$ cat src/hw/rtl/sfe_pkg.sv
// ----------------------------------------------------------------------------
// sfe_pkg
// Shared constants and types of the sbus frame encoder.
// ----------------------------------------------------------------------------
package sfe_pkg;

  localparam int unsigned ChanW  = 12;
  localparam int unsigned SbusW  = 11;
  localparam int unsigned OffW   = 10;
  localparam int unsigned CntW   = 4;
  localparam int unsigned PendW  = 7;
  localparam int unsigned GrpLen = 4;
  localparam int unsigned GrpIdxW = $clog2(GrpLen);
  localparam int unsigned GrpCntW = $clog2(GrpLen + 1);

  localparam logic [ChanW-1:0] ChanMinReset = 12'd1000;
  localparam logic [ChanW:0]   ChanSpan     = 13'd1000;
  localparam logic [OffW-1:0]  OffMax       = 10'd1000;

  // ceil(1.639 * 2^20): exact floor(off * 1639 / 1000) for off up to 1000
  localparam logic [20:0]      ScaleMul     = 21'd1718617;
  localparam int unsigned      ScaleShift   = 20;
  localparam logic [SbusW-1:0] SbusBase     = 11'd173;
  localparam logic [SbusW-1:0] SbusTop      = 11'd1812;

  localparam logic [7:0]       SbusHeader   = 8'h0F;
  localparam logic [7:0]       SbusFooter   = 8'h00;
  localparam int unsigned      FlagFsBit    = 3;
  localparam int unsigned      FlagFlBit    = 2;
  localparam logic [CntW-1:0]  FirstChan    = 4'd0;
  localparam logic [CntW-1:0]  LastChan     = 4'd15;

  typedef struct packed {
    logic [SbusW-1:0] sbus;
    logic             failsafe;
    logic             frame_lost;
  } sfe_item_t;

  typedef struct packed {
    logic [7:0] data;
    logic       last;
  } sfe_byte_t;

endpackage

$ cat src/hw/rtl/sfe_scale.sv
// ----------------------------------------------------------------------------
// sfe_scale
// Input register, clamp stage and scale stage producing 11-bit sbus values.
// ----------------------------------------------------------------------------
module sfe_scale (
  input  logic                      clk_i,
  input  logic                      rst_ni,
  input  logic                      cfg_we_i,
  input  logic [sfe_pkg::ChanW-1:0] cfg_wdata_i,
  input  logic                      in_valid_i,
  output logic                      in_ready_o,
  input  logic [sfe_pkg::ChanW-1:0] in_value_i,
  input  logic                      in_failsafe_i,
  input  logic                      in_frame_lost_i,
  output logic                      item_valid_o,
  input  logic                      item_ready_i,
  output sfe_pkg::sfe_item_t        item_o
);
  import sfe_pkg::*;

  logic [ChanW-1:0] min_q;

  logic             vld1_q, vld2_q, vld3_q;
  logic             rdy1, rdy2, rdy3;
  logic [ChanW-1:0] val1_q;
  logic             fs1_q, fl1_q, fs2_q, fl2_q;
  logic [OffW-1:0]  off2_q;
  logic [OffW-1:0]  off_d;
  sfe_item_t        item_q, item_d;

  logic [ChanW:0]   hi;
  logic [ChanW-1:0] diff;
  logic [30:0]      prod;
  logic [SbusW-1:0] quo;

  assign rdy3 = !vld3_q || item_ready_i;
  assign rdy2 = !vld2_q || rdy3;
  assign rdy1 = !vld1_q || rdy2;
  assign in_ready_o = rdy1;

  // clamp to the window and take the offset
  assign hi   = {1'b0, min_q} + ChanSpan;
  assign diff = val1_q - min_q;
  always_comb begin
    if (val1_q < min_q) begin
      off_d = '0;
    end else if ({1'b0, val1_q} > hi) begin
      off_d = OffMax;
    end else begin
      off_d = diff[OffW-1:0];
    end
  end

  // scale by 1639/1000 through a reciprocal multiply
  assign prod = {21'b0, off2_q} * {10'b0, ScaleMul};
  assign quo  = prod[ScaleShift +: SbusW];
  always_comb begin
    item_d.sbus       = quo + SbusBase;
    item_d.failsafe   = fs2_q;
    item_d.frame_lost = fl2_q;
  end

  always_ff @(posedge clk_i or negedge rst_ni) begin
    if (!rst_ni) begin
      min_q  <= ChanMinReset;
      vld1_q <= 1'b0;
      vld2_q <= 1'b0;
      vld3_q <= 1'b0;
    end else begin
      if (cfg_we_i) begin
        min_q <= cfg_wdata_i;
      end
      if (rdy1) begin
        vld1_q <= in_valid_i;
      end
      if (rdy2) begin
        vld2_q <= vld1_q;
      end
      if (rdy3) begin
        vld3_q <= vld2_q;
      end
    end
  end

  always_ff @(posedge clk_i) begin
    if (rdy1 && in_valid_i) begin
      val1_q <= in_value_i;
      fs1_q  <= in_failsafe_i;
      fl1_q  <= in_frame_lost_i;
    end
    if (rdy2 && vld1_q) begin
      off2_q <= off_d;
      fs2_q  <= fs1_q;
      fl2_q  <= fl1_q;
    end
    if (rdy3 && vld2_q) begin
      item_q <= item_d;
    end
  end

  assign item_valid_o = vld3_q;
  assign item_o       = item_q;

  a_off_range: assert property (@(posedge clk_i) disable iff (!rst_ni)
    vld2_q |-> off2_q <= OffMax)
    else $error("offset beyond window span");

  a_sbus_range: assert property (@(posedge clk_i) disable iff (!rst_ni)
    vld3_q |-> (item_q.sbus >= SbusBase && item_q.sbus <= SbusTop))
    else $error("sbus value out of range");

  a_stall_hold: assert property (@(posedge clk_i) disable iff (!rst_ni)
    vld3_q && !item_ready_i |=> vld3_q && $stable(item_q))
    else $error("scaled item lost under stall");

endmodule

$ cat src/hw/rtl/sfe_pack.sv
// ----------------------------------------------------------------------------
// sfe_pack
// Bit packer building the byte group of each channel and a byte serializer.
// ----------------------------------------------------------------------------
module sfe_pack (
  input  logic               clk_i,
  input  logic               rst_ni,
  input  logic               item_valid_i,
  output logic               item_ready_o,
  input  sfe_pkg::sfe_item_t item_i,
  output logic               out_valid_o,
  input  logic               out_ready_i,
  output logic [7:0]         out_data_o,
  output logic               out_last_o
);
  import sfe_pkg::*;

  logic [CntW-1:0]    cnt_q;
  logic [PendW-1:0]   pend_q, pend_d;
  logic [2:0]         pcnt_q, pcnt_d;

  sfe_byte_t          grp_q [GrpLen];
  sfe_byte_t          grp_d [GrpLen];
  logic [GrpCntW-1:0] rem_q, num_d;
  logic [GrpIdxW-1:0] idx_q;

  logic               out_vld_q;
  sfe_byte_t          out_q;

  logic [17:0]        acc;
  logic [4:0]         nbits;
  logic               two;
  logic [7:0]         flags;
  logic               load_out, grp_free, take;

  assign acc   = {11'b0, pend_q} | ({7'b0, item_i.sbus} << pcnt_q);
  assign nbits = {2'b0, pcnt_q} + 5'd11;
  assign two   = nbits[4];

  always_comb begin
    flags = 8'h00;
    flags[FlagFsBit] = item_i.failsafe;
    flags[FlagFlBit] = item_i.frame_lost;
  end

  always_comb begin
    num_d = '0;
    for (int i = 0; i < GrpLen; i++) begin
      grp_d[i] = '{data: 8'h00, last: 1'b0};
    end
    if (cnt_q == FirstChan) begin
      grp_d[num_d[GrpIdxW-1:0]] = '{data: SbusHeader, last: 1'b0};
      num_d = num_d + 3'd1;
    end
    grp_d[num_d[GrpIdxW-1:0]] = '{data: acc[7:0], last: 1'b0};
    num_d = num_d + 3'd1;
    if (two) begin
      grp_d[num_d[GrpIdxW-1:0]] = '{data: acc[15:8], last: 1'b0};
      num_d = num_d + 3'd1;
    end
    if (cnt_q == LastChan) begin
      grp_d[num_d[GrpIdxW-1:0]] = '{data: flags, last: 1'b0};
      num_d = num_d + 3'd1;
      grp_d[num_d[GrpIdxW-1:0]] = '{data: SbusFooter, last: 1'b1};
      num_d = num_d + 3'd1;
    end
  end

  always_comb begin
    pend_d = two ? {5'b0, acc[17:16]} : acc[14:8];
    pcnt_d = nbits[2:0];
    if (cnt_q == LastChan) begin
      pend_d = '0;
      pcnt_d = '0;
    end
  end

  assign load_out     = (rem_q != '0) && (!out_vld_q || out_ready_i);
  assign grp_free     = (rem_q == '0) || ((rem_q == 3'd1) && load_out);
  assign item_ready_o = grp_free;
  assign take         = item_valid_i && grp_free;

  always_ff @(posedge clk_i or negedge rst_ni) begin
    if (!rst_ni) begin
      cnt_q     <= '0;
      pend_q    <= '0;
      pcnt_q    <= '0;
      rem_q     <= '0;
      idx_q     <= '0;
      out_vld_q <= 1'b0;
    end else begin
      if (take) begin
        cnt_q  <= cnt_q + 4'd1;
        pend_q <= pend_d;
        pcnt_q <= pcnt_d;
        rem_q  <= num_d;
        idx_q  <= '0;
      end else if (load_out) begin
        rem_q <= rem_q - 3'd1;
        idx_q <= idx_q + 2'd1;
      end
      if (load_out) begin
        out_vld_q <= 1'b1;
      end else if (out_ready_i) begin
        out_vld_q <= 1'b0;
      end
    end
  end

  always_ff @(posedge clk_i) begin
    if (take) begin
      grp_q <= grp_d;
    end
    if (load_out) begin
      out_q <= grp_q[idx_q];
    end
  end

  assign out_valid_o = out_vld_q;
  assign out_data_o  = out_q.data;
  assign out_last_o  = out_q.last;

  a_frame_wrap: assert property (@(posedge clk_i) disable iff (!rst_ni)
    take && cnt_q == LastChan |=> cnt_q == FirstChan && pcnt_q == '0)
    else $error("frame did not wrap to first channel");

  a_aligned: assert property (@(posedge clk_i) disable iff (!rst_ni)
    cnt_q == FirstChan |-> pcnt_q == '0 && pend_q == '0)
    else $error("leftover bits at frame boundary");

  a_group_bound: assert property (@(posedge clk_i) disable iff (!rst_ni)
    rem_q <= 3'd4)
    else $error("byte group count overflow");

  a_footer_zero: assert property (@(posedge clk_i) disable iff (!rst_ni)
    out_vld_q && out_q.last |-> out_q.data == SbusFooter)
    else $error("end of frame on a non-footer byte");

endmodule

$ cat src/hw/rtl/sbus_frame_encoder.sv
// Path: an accepted transfer passes the input, clamp and scale registers, then the
// group and single-byte output registers. Throughput: one output byte per cycle
// while m_axis_tready is high; a 16-channel frame is 25 bytes, 1 to 4 per item.
// Reset: channel_min returns to 1000, the frame restarts at the first channel
// with no pending bits, and all pipeline and output stages are emptied.
// ----------------------------------------------------------------------------
// sbus_frame_encoder
// Clamps and scales channel values and packs them into 25-byte sbus frames.
// ----------------------------------------------------------------------------
module sbus_frame_encoder (
  input  logic                      clk_i,
  input  logic                      rst_ni,
  input  logic                      cfg_we_i,
  input  logic [sfe_pkg::ChanW-1:0] cfg_wdata_i,
  input  logic                      s_axis_tvalid,
  output logic                      s_axis_tready,
  // [11:0] channel_value, [12] failsafe, [13] frame_lost, [15:14] zero
  input  logic [15:0]               s_axis_tdata,
  output logic                      m_axis_tvalid,
  input  logic                      m_axis_tready,
  // [7:0] frame_byte
  output logic [7:0]                m_axis_tdata,
  output logic                      m_axis_tlast
);
  import sfe_pkg::*;

  logic      item_valid, item_ready;
  sfe_item_t item;

  sfe_scale u_scale (
    .clk_i           (clk_i),
    .rst_ni          (rst_ni),
    .cfg_we_i        (cfg_we_i),
    .cfg_wdata_i     (cfg_wdata_i),
    .in_valid_i      (s_axis_tvalid),
    .in_ready_o      (s_axis_tready),
    .in_value_i      (s_axis_tdata[ChanW-1:0]),
    .in_failsafe_i   (s_axis_tdata[12]),
    .in_frame_lost_i (s_axis_tdata[13]),
    .item_valid_o    (item_valid),
    .item_ready_i    (item_ready),
    .item_o          (item)
  );

  sfe_pack u_pack (
    .clk_i        (clk_i),
    .rst_ni       (rst_ni),
    .item_valid_i (item_valid),
    .item_ready_o (item_ready),
    .item_i       (item),
    .out_valid_o  (m_axis_tvalid),
    .out_ready_i  (m_axis_tready),
    .out_data_o   (m_axis_tdata),
    .out_last_o   (m_axis_tlast)
  );

endmodule

$ cat config.mk
export PLATFORM = sky130hd
export DESIGN_NAME = sbus_frame_encoder
export DESIGN_NICKNAME = d
export VERILOG_FILES = /design/src/hw/rtl/sfe_pkg.sv /design/src/hw/rtl/sfe_scale.sv /design/src/hw/rtl/sfe_pack.sv /design/src/hw/rtl/sbus_frame_encoder.sv
export SDC_FILE = /design/constraint.sdc
export NUM_CORES = 1
export LEC_CHECK = 0
export BUFFER_PORTS_ARGS = -buffer_cell sky130_fd_sc_hd__buf_2
export CAP_MARGIN = 0
export CORE_MARGIN = 2
export CORE_UTILIZATION = 60
export CTS_CLUSTER_DIAMETER = 150
export DETAILED_ROUTE_END_ITERATION = 8
export PLACE_DENSITY = 0.78
export SYNTH_ARGS = -nofsm -noshare
export SYNTH_HDL_FRONTEND = slang
export SYNTH_SLANG_ARGS = --single-unit
$ cat constraint.sdc
create_clock -name clk_i -period 7.7 [get_ports clk_i]
set_input_delay 1.155 -clock clk_i [delete_from_list [all_inputs] [get_ports clk_i]]
set_output_delay 1.155 -clock clk_i [all_outputs]
set_load 0.02 [all_outputs]
After elaboration in Yosys (flattened, before gate mapping)
Cells that the tools add are included.

Bits of input ports: 33. Output and inout port bits: 11. Bits in registers: 119. Logic and storage cells: 120.

Multiply operators: 1. Reductions and logical operators: 25. $add $sub $neg: 11. Equality and inequality tests: 2. Order comparisons: 11. Muxes and demuxes: 30. Bitwise gates (word level): 9. Shift operators: 1.

Operators by type and width (number): 36-bit bitwise mux (3); 9-bit demux with 2-bit select (4); 36-bit 2-to-1 mux (2); 9-bit 2-to-1 mux (6); 32-bit bitwise AND (1); 32-bit inverter (1); 10-bit by 21-bit multiplier with 31-bit output (second input constant) (1); 9-bit binary-select mux with 2-bit select (1); 7-bit by 18-bit OR with 18-bit output (1); 11-bit by 3-bit << shifter with 18-bit output (1); 3-bit >= comparator (second input constant) (5); 3-bit 2-to-1 mux (5); 7-bit 2-to-1 mux (2); 12-bit by 10-bit adder with 13-bit output (second input constant) (1); 12-bit by 13-bit greater-than comparator with 1-bit output (1); 12-bit < comparator (1); 3-bit by 1-bit < comparator with 1-bit output (second input constant) (4); 2-bit inverter with 3-bit output (4); 11-bit by 8-bit adder with 11-bit output (second input constant) (1); 1-bit logical AND (10); 10-bit 2-to-1 mux (1); 10-bit subtractor (1); 3-bit by 1-bit adder with 3-bit output (second input constant) (3); 3-bit by 4-bit adder with 5-bit output (second input constant) (1); other kinds (18) (29).

Logic depth before layout (Yosys ltp)
Gate-level depths: netlist of the first run.

Depth in word-level cells: 14. Depth in mapped cells: 26. Mapped depth without buffers: 26.

Modules after synthesis
From an unflattened synthesis of the first run, not the netlist that was laid out.

Cell total of the unflattened synthesis: 898. Area, all modules: 9566.7 um^2.

Modules (own cells, without submodules): sfe_scale (times used 1, area each 6348.6 um^2, cells each 627, seq. area each 1554.0 um^2); sfe_pack (times used 1, area each 3218.1 um^2, cells each 271, seq. area each 1671.6 um^2).

Worst setup path after synthesis of the first run
OpenSTA, ideal clock, no wires.

Kind: register -> register. From: register u_scale.off2_q[4]. To: register u_scale.item_q, in the netlist u_scale.item_o[12], data pin. Arrival time: 5.454 ns. Setup slack: 1.985 ns. Path buffers: 0. Cell stages (with the launch flop): 25. Library setup time: 0.261 ns. Data required time: 7.439 ns. Period minus slack after synthesis: 5.715 ns. Cells stage by stage: edfxtp_1 > ha_1 > ha_1 > inv_1 > fa_1 > inv_1 > fa_1 > inv_1 > fa_1 > inv_1 > ha_1 > a21oi_1 > o31ai_4 > a211oi_1 > o211a_1 > and2b_2 > nor2_1 > xnor2_1 > ha_1 > o21a_1 > o21a_1 > nor2_2 > o31ai_1 > o211ai_1 > xnor2_1.

RTL lines: from (decl) (RTL line sfe_scale.sv:27) `logic [OffW-1:0] off2_q;`; from (signal assigned) (RTL line sfe_scale.sv:92) `off2_q <= off_d;`; to (signal assigned) (RTL line sfe_scale.sv:97) `item_q <= item_d;`; to (decl) (RTL line sfe_scale.sv:29) `sfe_item_t item_q, item_d;`.

==> results.py, run 1 <==
metrics = {
    "placement": {
        "routabilityCongestion": 0.9118,
        "numPortBuffers": 41,
        "dp_hpwl_mm": 13.95,
    },
    "job": {
        "maxCapViolCount": 0,
    },
    "floorplan": {
        "die_x_microns": 127.5,
        "core_sq_um": 15030,
        "dieHeight_microns": 127.5,
        "dieArea_sq_um": 16270,
        "rows": 45,
        "io-pin-count": 44,
        "start_util_pct": 60.92,
    },
    "detailed_routing": {
        "viasPerCell": 5.622,
        "antenna_left": 0,
        "wl_mm": 17.87,
        "routedWlPerCell_microns": 16.14,
        "drc": 0,
        "vias": 6224,
        "drt_first_pass_iters": 6,
        "drtIter0Drc": 413,
    },
    "layout": {
        "areaGrowthSynthToFinish_pct": 10.49,
        "antenna_cells": 0,
        "layout-drive-gt1-share_pct": 12.08,
        "nets": 1123,
    },
    "setup_path": {
        "cp.arrival_ns": 6.43,
        "critPathMaxFanout": 7,
        "path_buf_inv": 2,
        "worstPathCellList": "ha_1, fa_1, inv_1, fa_1, inv_1, fa_1, fa_1, ha_1, and4_4, nor2b_1, o311ai_1, o211a_1, and2b_2, nor2_1, xnor2_1, ha_1, o21a_1, o21a_1, nor2_2, o31ai_1, o211ai_1, xnor2_1",
        "required_ns": 7.85,
        "cp_common_cell": "fa_1",
        "setup.worst_path.start_class": "register",
        "rrSetupSlack_ns": 1.43,
        "slowest_stage": "edfxtp_1",
        "path_class": "reg2reg",
        "cp_top_family": "adder cells",
        "endpoint_kind": "register",
        "cpPeakStageDelay_ns": 0.55,
    },
    "timing": {
        "relSlewSlack_pct": 44.64,
        "fin_crit_ns": 6.271,
        "fin_crit_sh_pct": 81.45,
        "tns_ns": 0,
        "rsz0062_at_grt": "no",
        "tightest_slew_ns": 0.8304,
        "finalMaxSlewViolations": 0,
        "worst_clock_skew_ns": 0.008512,
        "timing.fmax_mhz": 159.5,
        "final_hold_viol_count": 0,
        "setup_violations": 0,
    },
    "synth": {
        "yosysUniqueCellTypes": 72,
        "ys_seq_area_share_pct": 35.22,
        "ys_ff_latch": 113,
        "synth_nets": 1076,
        "avgSynthCellArea_sq_um": 10.66,
        "yosysTopAreaCell": "edfxtp_1",
        "synth_edf_count": 78,
        "yosys_warnings": 0,
        "synth_area_sq_um": 9158,
        "yosys-top-cells-area": "edfxtp_1 (26%), ha_1 (18%), fa_1 (11%)",
        "async_flop_share_pct": 30.97,
        "synthCells": 859,
        "synth_ff_type": "edfxtp_1",
        "synth_top_area_share_pct": 25.58,
    },
    "cts": {
        "cts_tree": "built",
        "cts_htree_levels": 4,
        "post_cts_resized": 0,
        "postCtsHoldBufs": 0,
        "path_clk_slew_ns": 0.05,
        "clock_path_buffers": 2,
        "clk_latency_ns": 0.41,
        "cts_root_buf": "clkbuf_16",
        "numCtsBuffers": 17,
        "clkSinkCount": 113,
        "post_cts_buffers": 0,
    },
    "grt": {
        "grt_pass1_wl_mm": 30.71,
        "grt_max_degree": 43,
        "track_usage_pct": 23.88,
        "antenna_found_initial": 0,
        "grt-ovfl-total": 0,
        "grt_pass1_vias": 6520,
    },
    "status": {
        "status": "complete, no violations",
    },
    "min_path": {
        "hp-class": "reg2reg",
    },
}
-- sequential cells by signal, summed over array words and instances, names as in the netlist --
signal                cells
u_pack.cnt_q              4
u_pack.grp_q             30
u_pack.idx_q              2
u_pack.out_data_o         8
u_pack.out_last_o         1
u_pack.out_valid_o        1
u_pack.pcnt_q             3
u_pack.pend_q             7
u_pack.rem_q              3
u_scale.fl1_q             1
u_scale.fl2_q             1
u_scale.fs1_q             1
u_scale.fs2_q             1
u_scale.item_o           13
u_scale.item_valid_o      1
u_scale.min_q            12
u_scale.off2_q           10
u_scale.val1_q           12
u_scale.vld1_q            1
u_scale.vld2_q            1
-- layer usage --
layer	routed length (microns)	up-vias	track usage, %
li1	-	3082	-
met1	7963	2975	31.12
met2	8984	143	40.92
met3	698	24	5.360
met4	221	0	5.624
met5	0	-	0
-- Yosys cell counts, types with 3 or more instances --
cell      number
o31ai_1        3
nand2b_1       5
xor2_1         9
a31oi_1        5
nand2_1       59
o22a_1         6
inv_1        134
dfstp_2        6
nor3_1         5
nand4_1        6
mux2_2         7
clkbuf_1      14
o21ai_0       46
o21a_1         5
dfrtp_1       29
and2_1         5
a21oi_1       40
mux2i_1       19
a21o_1        12
a21boi_0       4
fa_1          52
o211ai_1       3
edfxtp_1      78
xnor2_1       30
nor2_1        48
and3_1         5
a211oi_1       7
nor2b_1       11
ha_1         132
nand3_1       14
mux4_2         4
and2_2         3
-- worst register-to-register path, cell delays in order (launching register included) --
cell and delay (ns):
edfxtp_1 0.55, ha_1 0.42, fa_1 0.51, inv_1 0.06
fa_1 0.50, inv_1 0.06, fa_1 0.45, fa_1 0.47
ha_1 0.40, and4_4 0.24, nor2b_1 0.13, o311ai_1 0.31
o211a_1 0.30, and2b_2 0.23, nor2_1 0.11, xnor2_1 0.13
ha_1 0.22, o21a_1 0.19, o21a_1 0.16, nor2_2 0.06
o31ai_1 0.26, o211ai_1 0.13, xnor2_1 0.14
-- cell type report --
type | count | area, sq um
repair buffers | 43 | 220.2
well taps | 188 | 235.2
flip-flops and latches | 113 | 3226
fillers | 1127 | 4915
multi-input cells | 596 | 5361
inverters | 135 | 506.7
clock buffers | 21 | 460.4
clock inverters | 11 | 108.9
-- per-stage QoR --
stage	setup WS, ns	cell area, sq um	cells	hold WS, ns	util [%]
global placement	1.476	9549	1075	0.4027	63.52
global route	0.9527	10120	1107	0.4264	67.31
floorplan	1.985	9158	859	0.4003	-
detailed placement	1.404	9549	1075	0.4045	63.52
finish	1.429	10120	1107	0.4170	67.31
CTS	1.385	10120	1107	0.4165	67.31
-- path summary, 6_finish.rpt --
path | startpoint | end | cells past startpoint
min in group asynchronous | rst_ni | u_pack.idx_q[0] | 1
max in group asynchronous | rst_ni | u_scale.min_q[4] | 1
hold reg to reg | u_scale.fs2_q | u_scale.item_o[1] | 0
hold / removal | u_scale.fs2_q | u_scale.item_o[1] | 0
setup reg to reg | u_scale.off2_q[4] | u_scale.item_o[12] | 22
setup / recovery | u_scale.off2_q[4] | u_scale.item_o[12] | 22
-- cells by family after synthesis --
kind of cell | Yosys count | share of synthesized area [%]
adder cells (fa/ha/maj) | 184 | 29.40
AND/OR/NAND/NOR | 175 | 9.141
AO/OA/AOI/OAI | 166 | 12.02
buffers and inverters | 150 | 6.230
flip-flops | 113 | 35.22
XOR/XNOR | 40 | 3.908
multiplexers | 31 | 4.072
-- layout by cell type (no fill, tap or decap), drive strengths merged, types with 7 or more instances in the layout --
master and count:
a211oi 7, a21o 12, a21oi 41, and2 9
buf 43, clkbuf 21, clkinvlp 7, dfrtp 29
edfxtp 78, fa 52, ha 132, inv 134
mux2 7, mux2i 20, nand2 59, nand3 14
nor2 49, nor2b 11, o21ai 49, xnor2 30
xor2 10
Power of run 1 is left out: the tool's default activity adds up to more than one toggle a clock period on the data nets, which glitch-free logic cannot reach.
==> run 2: changes to the inputs <==
--- a/config.mk
+++ b/config.mk
@@ -5,6 +5,7 @@
 export SDC_FILE = /design/constraint.sdc
 export NUM_CORES = 1
 export LEC_CHECK = 0
+export ABC_AREA = 1
 export BUFFER_PORTS_ARGS = -buffer_cell sky130_fd_sc_hd__buf_2
 export CAP_MARGIN = 0
 export CORE_MARGIN = 2
==> constraint.sdc (replaced) <==
create_clock -name clk_i -period 6 [get_ports clk_i]
set_input_delay 0.9 -clock clk_i [delete_from_list [all_inputs] [get_ports clk_i]]
set_output_delay 0.9 -clock clk_i [all_outputs]
set_load 0.02 [all_outputs]
==> run 2 against run 1 <==
  * Sequential share of layout area shrank 3.0 points
  * Utilization barely moved
  * Global-route usage grew 1.7 points
  * Synthesized cell count up 44%
  * Critical path depth increased by 4
  * Cell area increased by 10%
  * Register-to-register slack lost 0.85 ns
  * First-iteration DRC count increased by 46%
  * Setup slack got worse by 0.85 ns
  * Critical path type unchanged
  * Final cell count grew 37%
  * Via count is 28% higher
  * Sequential cell count did not move
==> results.py, run 2 <==
metrics = {
    "timing": {
        "worst_clock_skew_ns": 0.01079,
        "finalMaxSlewViolations": 0,
        "fin_crit_ns": 5.421,
        "tightest_slew_ns": 1.214,
        "final_hold_viol_count": 0,
        "rsz0062_at_grt": "no",
        "relSlewSlack_pct": 18.90,
        "tns_ns": 0,
        "setup_violations": 0,
        "fin_crit_sh_pct": 90.36,
        "timing.fmax_mhz": 184.5,
    },
    "cts": {
        "post_cts_resized": 0,
        "postCtsHoldBufs": 0,
        "cts_htree_levels": 4,
        "cts_tree": "built",
        "cts_root_buf": "clkbuf_16",
        "clk_latency_ns": 0.42,
        "numCtsBuffers": 17,
        "clkSinkCount": 113,
        "clock_path_buffers": 2,
        "post_cts_buffers": 0,
        "path_clk_slew_ns": 0.05,
    },
    "floorplan": {
        "start_util_pct": 61.28,
        "dieHeight_microns": 134.1,
        "io-pin-count": 44,
        "dieArea_sq_um": 17990,
        "core_sq_um": 16580,
        "rows": 47,
        "die_x_microns": 134.1,
    },
    "setup_path": {
        "slowest_stage": "edfxtp_1",
        "endpoint_kind": "register",
        "r2r_cells": 26,
        "rrSetupSlack_ns": 0.58,
        "regToRegStartpoint": "u_scale.off2_q[8]",
        "cp.arrival_ns": 5.60,
        "path_buf_inv": 5,
        "setup.worst_path.start": "u_scale.off2_q[8]",
        "setup.worst_path.start_class": "register",
        "crit_cells": 26,
        "critPathMaxFanout": 8,
        "reg2reg_to": "u_scale.item_o[12]",
        "required_ns": 6.18,
        "cp-endpoint": "u_scale.item_o[12]",
        "cpPeakStageDelay_ns": 0.60,
        "cp_common_cell": "nand2_1",
        "cp_top_family": "adder cells",
        "path_class": "reg2reg",
    },
    "synth": {
        "yosysTopAreaCell": "edfxtp_1",
        "synth_common_cells": "nand2_1 (267), inv_1 (263), ha_1 (132), nor2_1 (98), edfxtp_1 (78)",
        "async_flop_share_pct": 30.97,
        "synth.most_common_cell": "nand2_1",
        "synthCells": 1235,
        "ys_ff_latch": 113,
        "synth_area_sq_um": 10160,
        "ys_seq_area_share_pct": 31.74,
        "yosysUniqueCellTypes": 45,
        "synth_ff_type": "edfxtp_1",
        "yosys-top-cells-area": "edfxtp_1 (23%), ha_1 (16%), fa_1 (10%)",
        "synth_edf_count": 78,
        "synth_nets": 1452,
        "avgSynthCellArea_sq_um": 8.229,
        "synth_top_area_share_pct": 23.05,
        "yosys_warnings": 0,
    },
    "detailed_routing": {
        "drt_first_pass_iters": 5,
        "viasPerCell": 5.264,
        "drc": 0,
        "routedWlPerCell_microns": 14.37,
        "vias": 7985,
        "antenna_left": 0,
        "drtIter0Drc": 601,
        "wl_mm": 21.81,
    },
    "layout": {
        "final_cell_mix": "nand2_1 (267), inv_1 (263), ha_1 (132)",
        "final_common_cell": "nand2_1",
        "ff_latch_area_sq_um": 3226,
        "n_fill_cell": 1359,
        "multiInputGateArea_sq_um": 5864,
        "layout-drive-gt1-share_pct": 10.10,
        "regMostFlops": "u_pack.grp_q",
        "areaGrowthSynthToFinish_pct": 9.899,
        "antenna_cells": 0,
        "nets": 1501,
        "largest_reg_flops": 30,
    },
    "grt": {
        "grt_max_degree": 48,
        "grt-ovfl-total": 0,
        "track_usage_pct": 25.58,
        "antenna_found_initial": 0,
        "grt_pass1_wl_mm": 36.22,
        "grt_pass1_vias": 7747,
    },
    "job": {
        "maxCapViolCount": 0,
    },
    "placement": {
        "routabilityCongestion": 0.9356,
        "numPortBuffers": 41,
        "dp_hpwl_mm": 17.42,
    },
    "min_path": {
        "hp-class": "reg2reg",
    },
    "status": {
        "status": "complete, no violations",
    },
}
## run 2: cell count changes after synthesis, sizes merged, moves of 13 or more
| cell | delta |
|---|---|
| o21ai | +29 |
| nand2 | +225 |
| mux2i | -17 |
| xnor2 | -27 |
| xor2 | +13 |
| nor2 | +59 |
| nand3 | +40 |
| inv | +137 |
## run 2: final cells by class
class | count | area share [%]
multi-input combinational | 837 | 52.51
sequential | 113 | 28.88
inverter | 273 | 9.175
clock buffer | 20 | 4.000
tap | 220 | 2.465
timing repair buffer | 42 | 1.905
clock inverter | 12 | 1.064
## run 2: worst min-delay path by stage
stage                        from                 to  slack [ns]  cells past startpoint
finish              u_scale.fs2_q  u_scale.item_o[1]        0.41                      0
global route        u_scale.fs2_q  u_scale.item_o[1]        0.42                      0
CTS                 u_scale.fs2_q  u_scale.item_o[1]        0.41                      0
detailed placement  u_scale.fs2_q  u_scale.item_o[1]        0.40                      0
global placement    u_scale.fs2_q  u_scale.item_o[1]        0.40                      0
floorplan           u_scale.fl1_q      u_scale.fl2_q        0.40                      0
## run 2: cells by family (layout without fill, tap and decap cells)
logic type	count (synthesis)	in the layout	share of synthesized area, %
buf+inv	285	347	10.55
mux	4	4	0.4063
flops	113	113	31.74
xor+xnor	26	26	2.241
fa+ha+maj	184	184	26.50
simple gates	474	474	20.44
compound gates	149	149	8.126
## run 2: layer usage
metal	routed length [microns]	part of all wire (%)	vias up	track usage [%]
met3	1082	5.0	35	3.099
li1	-	-	4031	-
met4	345	1.6	0	7.953
met2	10190	47	225	42.76
met1	10190	47	3694	35.15
met5	0	0	-	0
## run 2: per-stage QoR
stage / utilization [%] / hold WS [ns] / setup WS [ns] / area (sq um) / instances
after floorplan: - / 0.4003 / 1.076 / 10160 / 1235
after global placement: 63.94 / 0.4032 / 0.6506 / 10600 / 1485
after detailed placement: 63.94 / 0.4045 / 0.6085 / 10600 / 1485
after CTS: 67.35 / 0.4140 / 0.5898 / 11170 / 1517
after global routing: 67.35 / 0.4194 / 0.2172 / 11170 / 1517
final: 67.35 / 0.4123 / 0.5785 / 11170 / 1517
Power of run 2 is left out for the same reason.
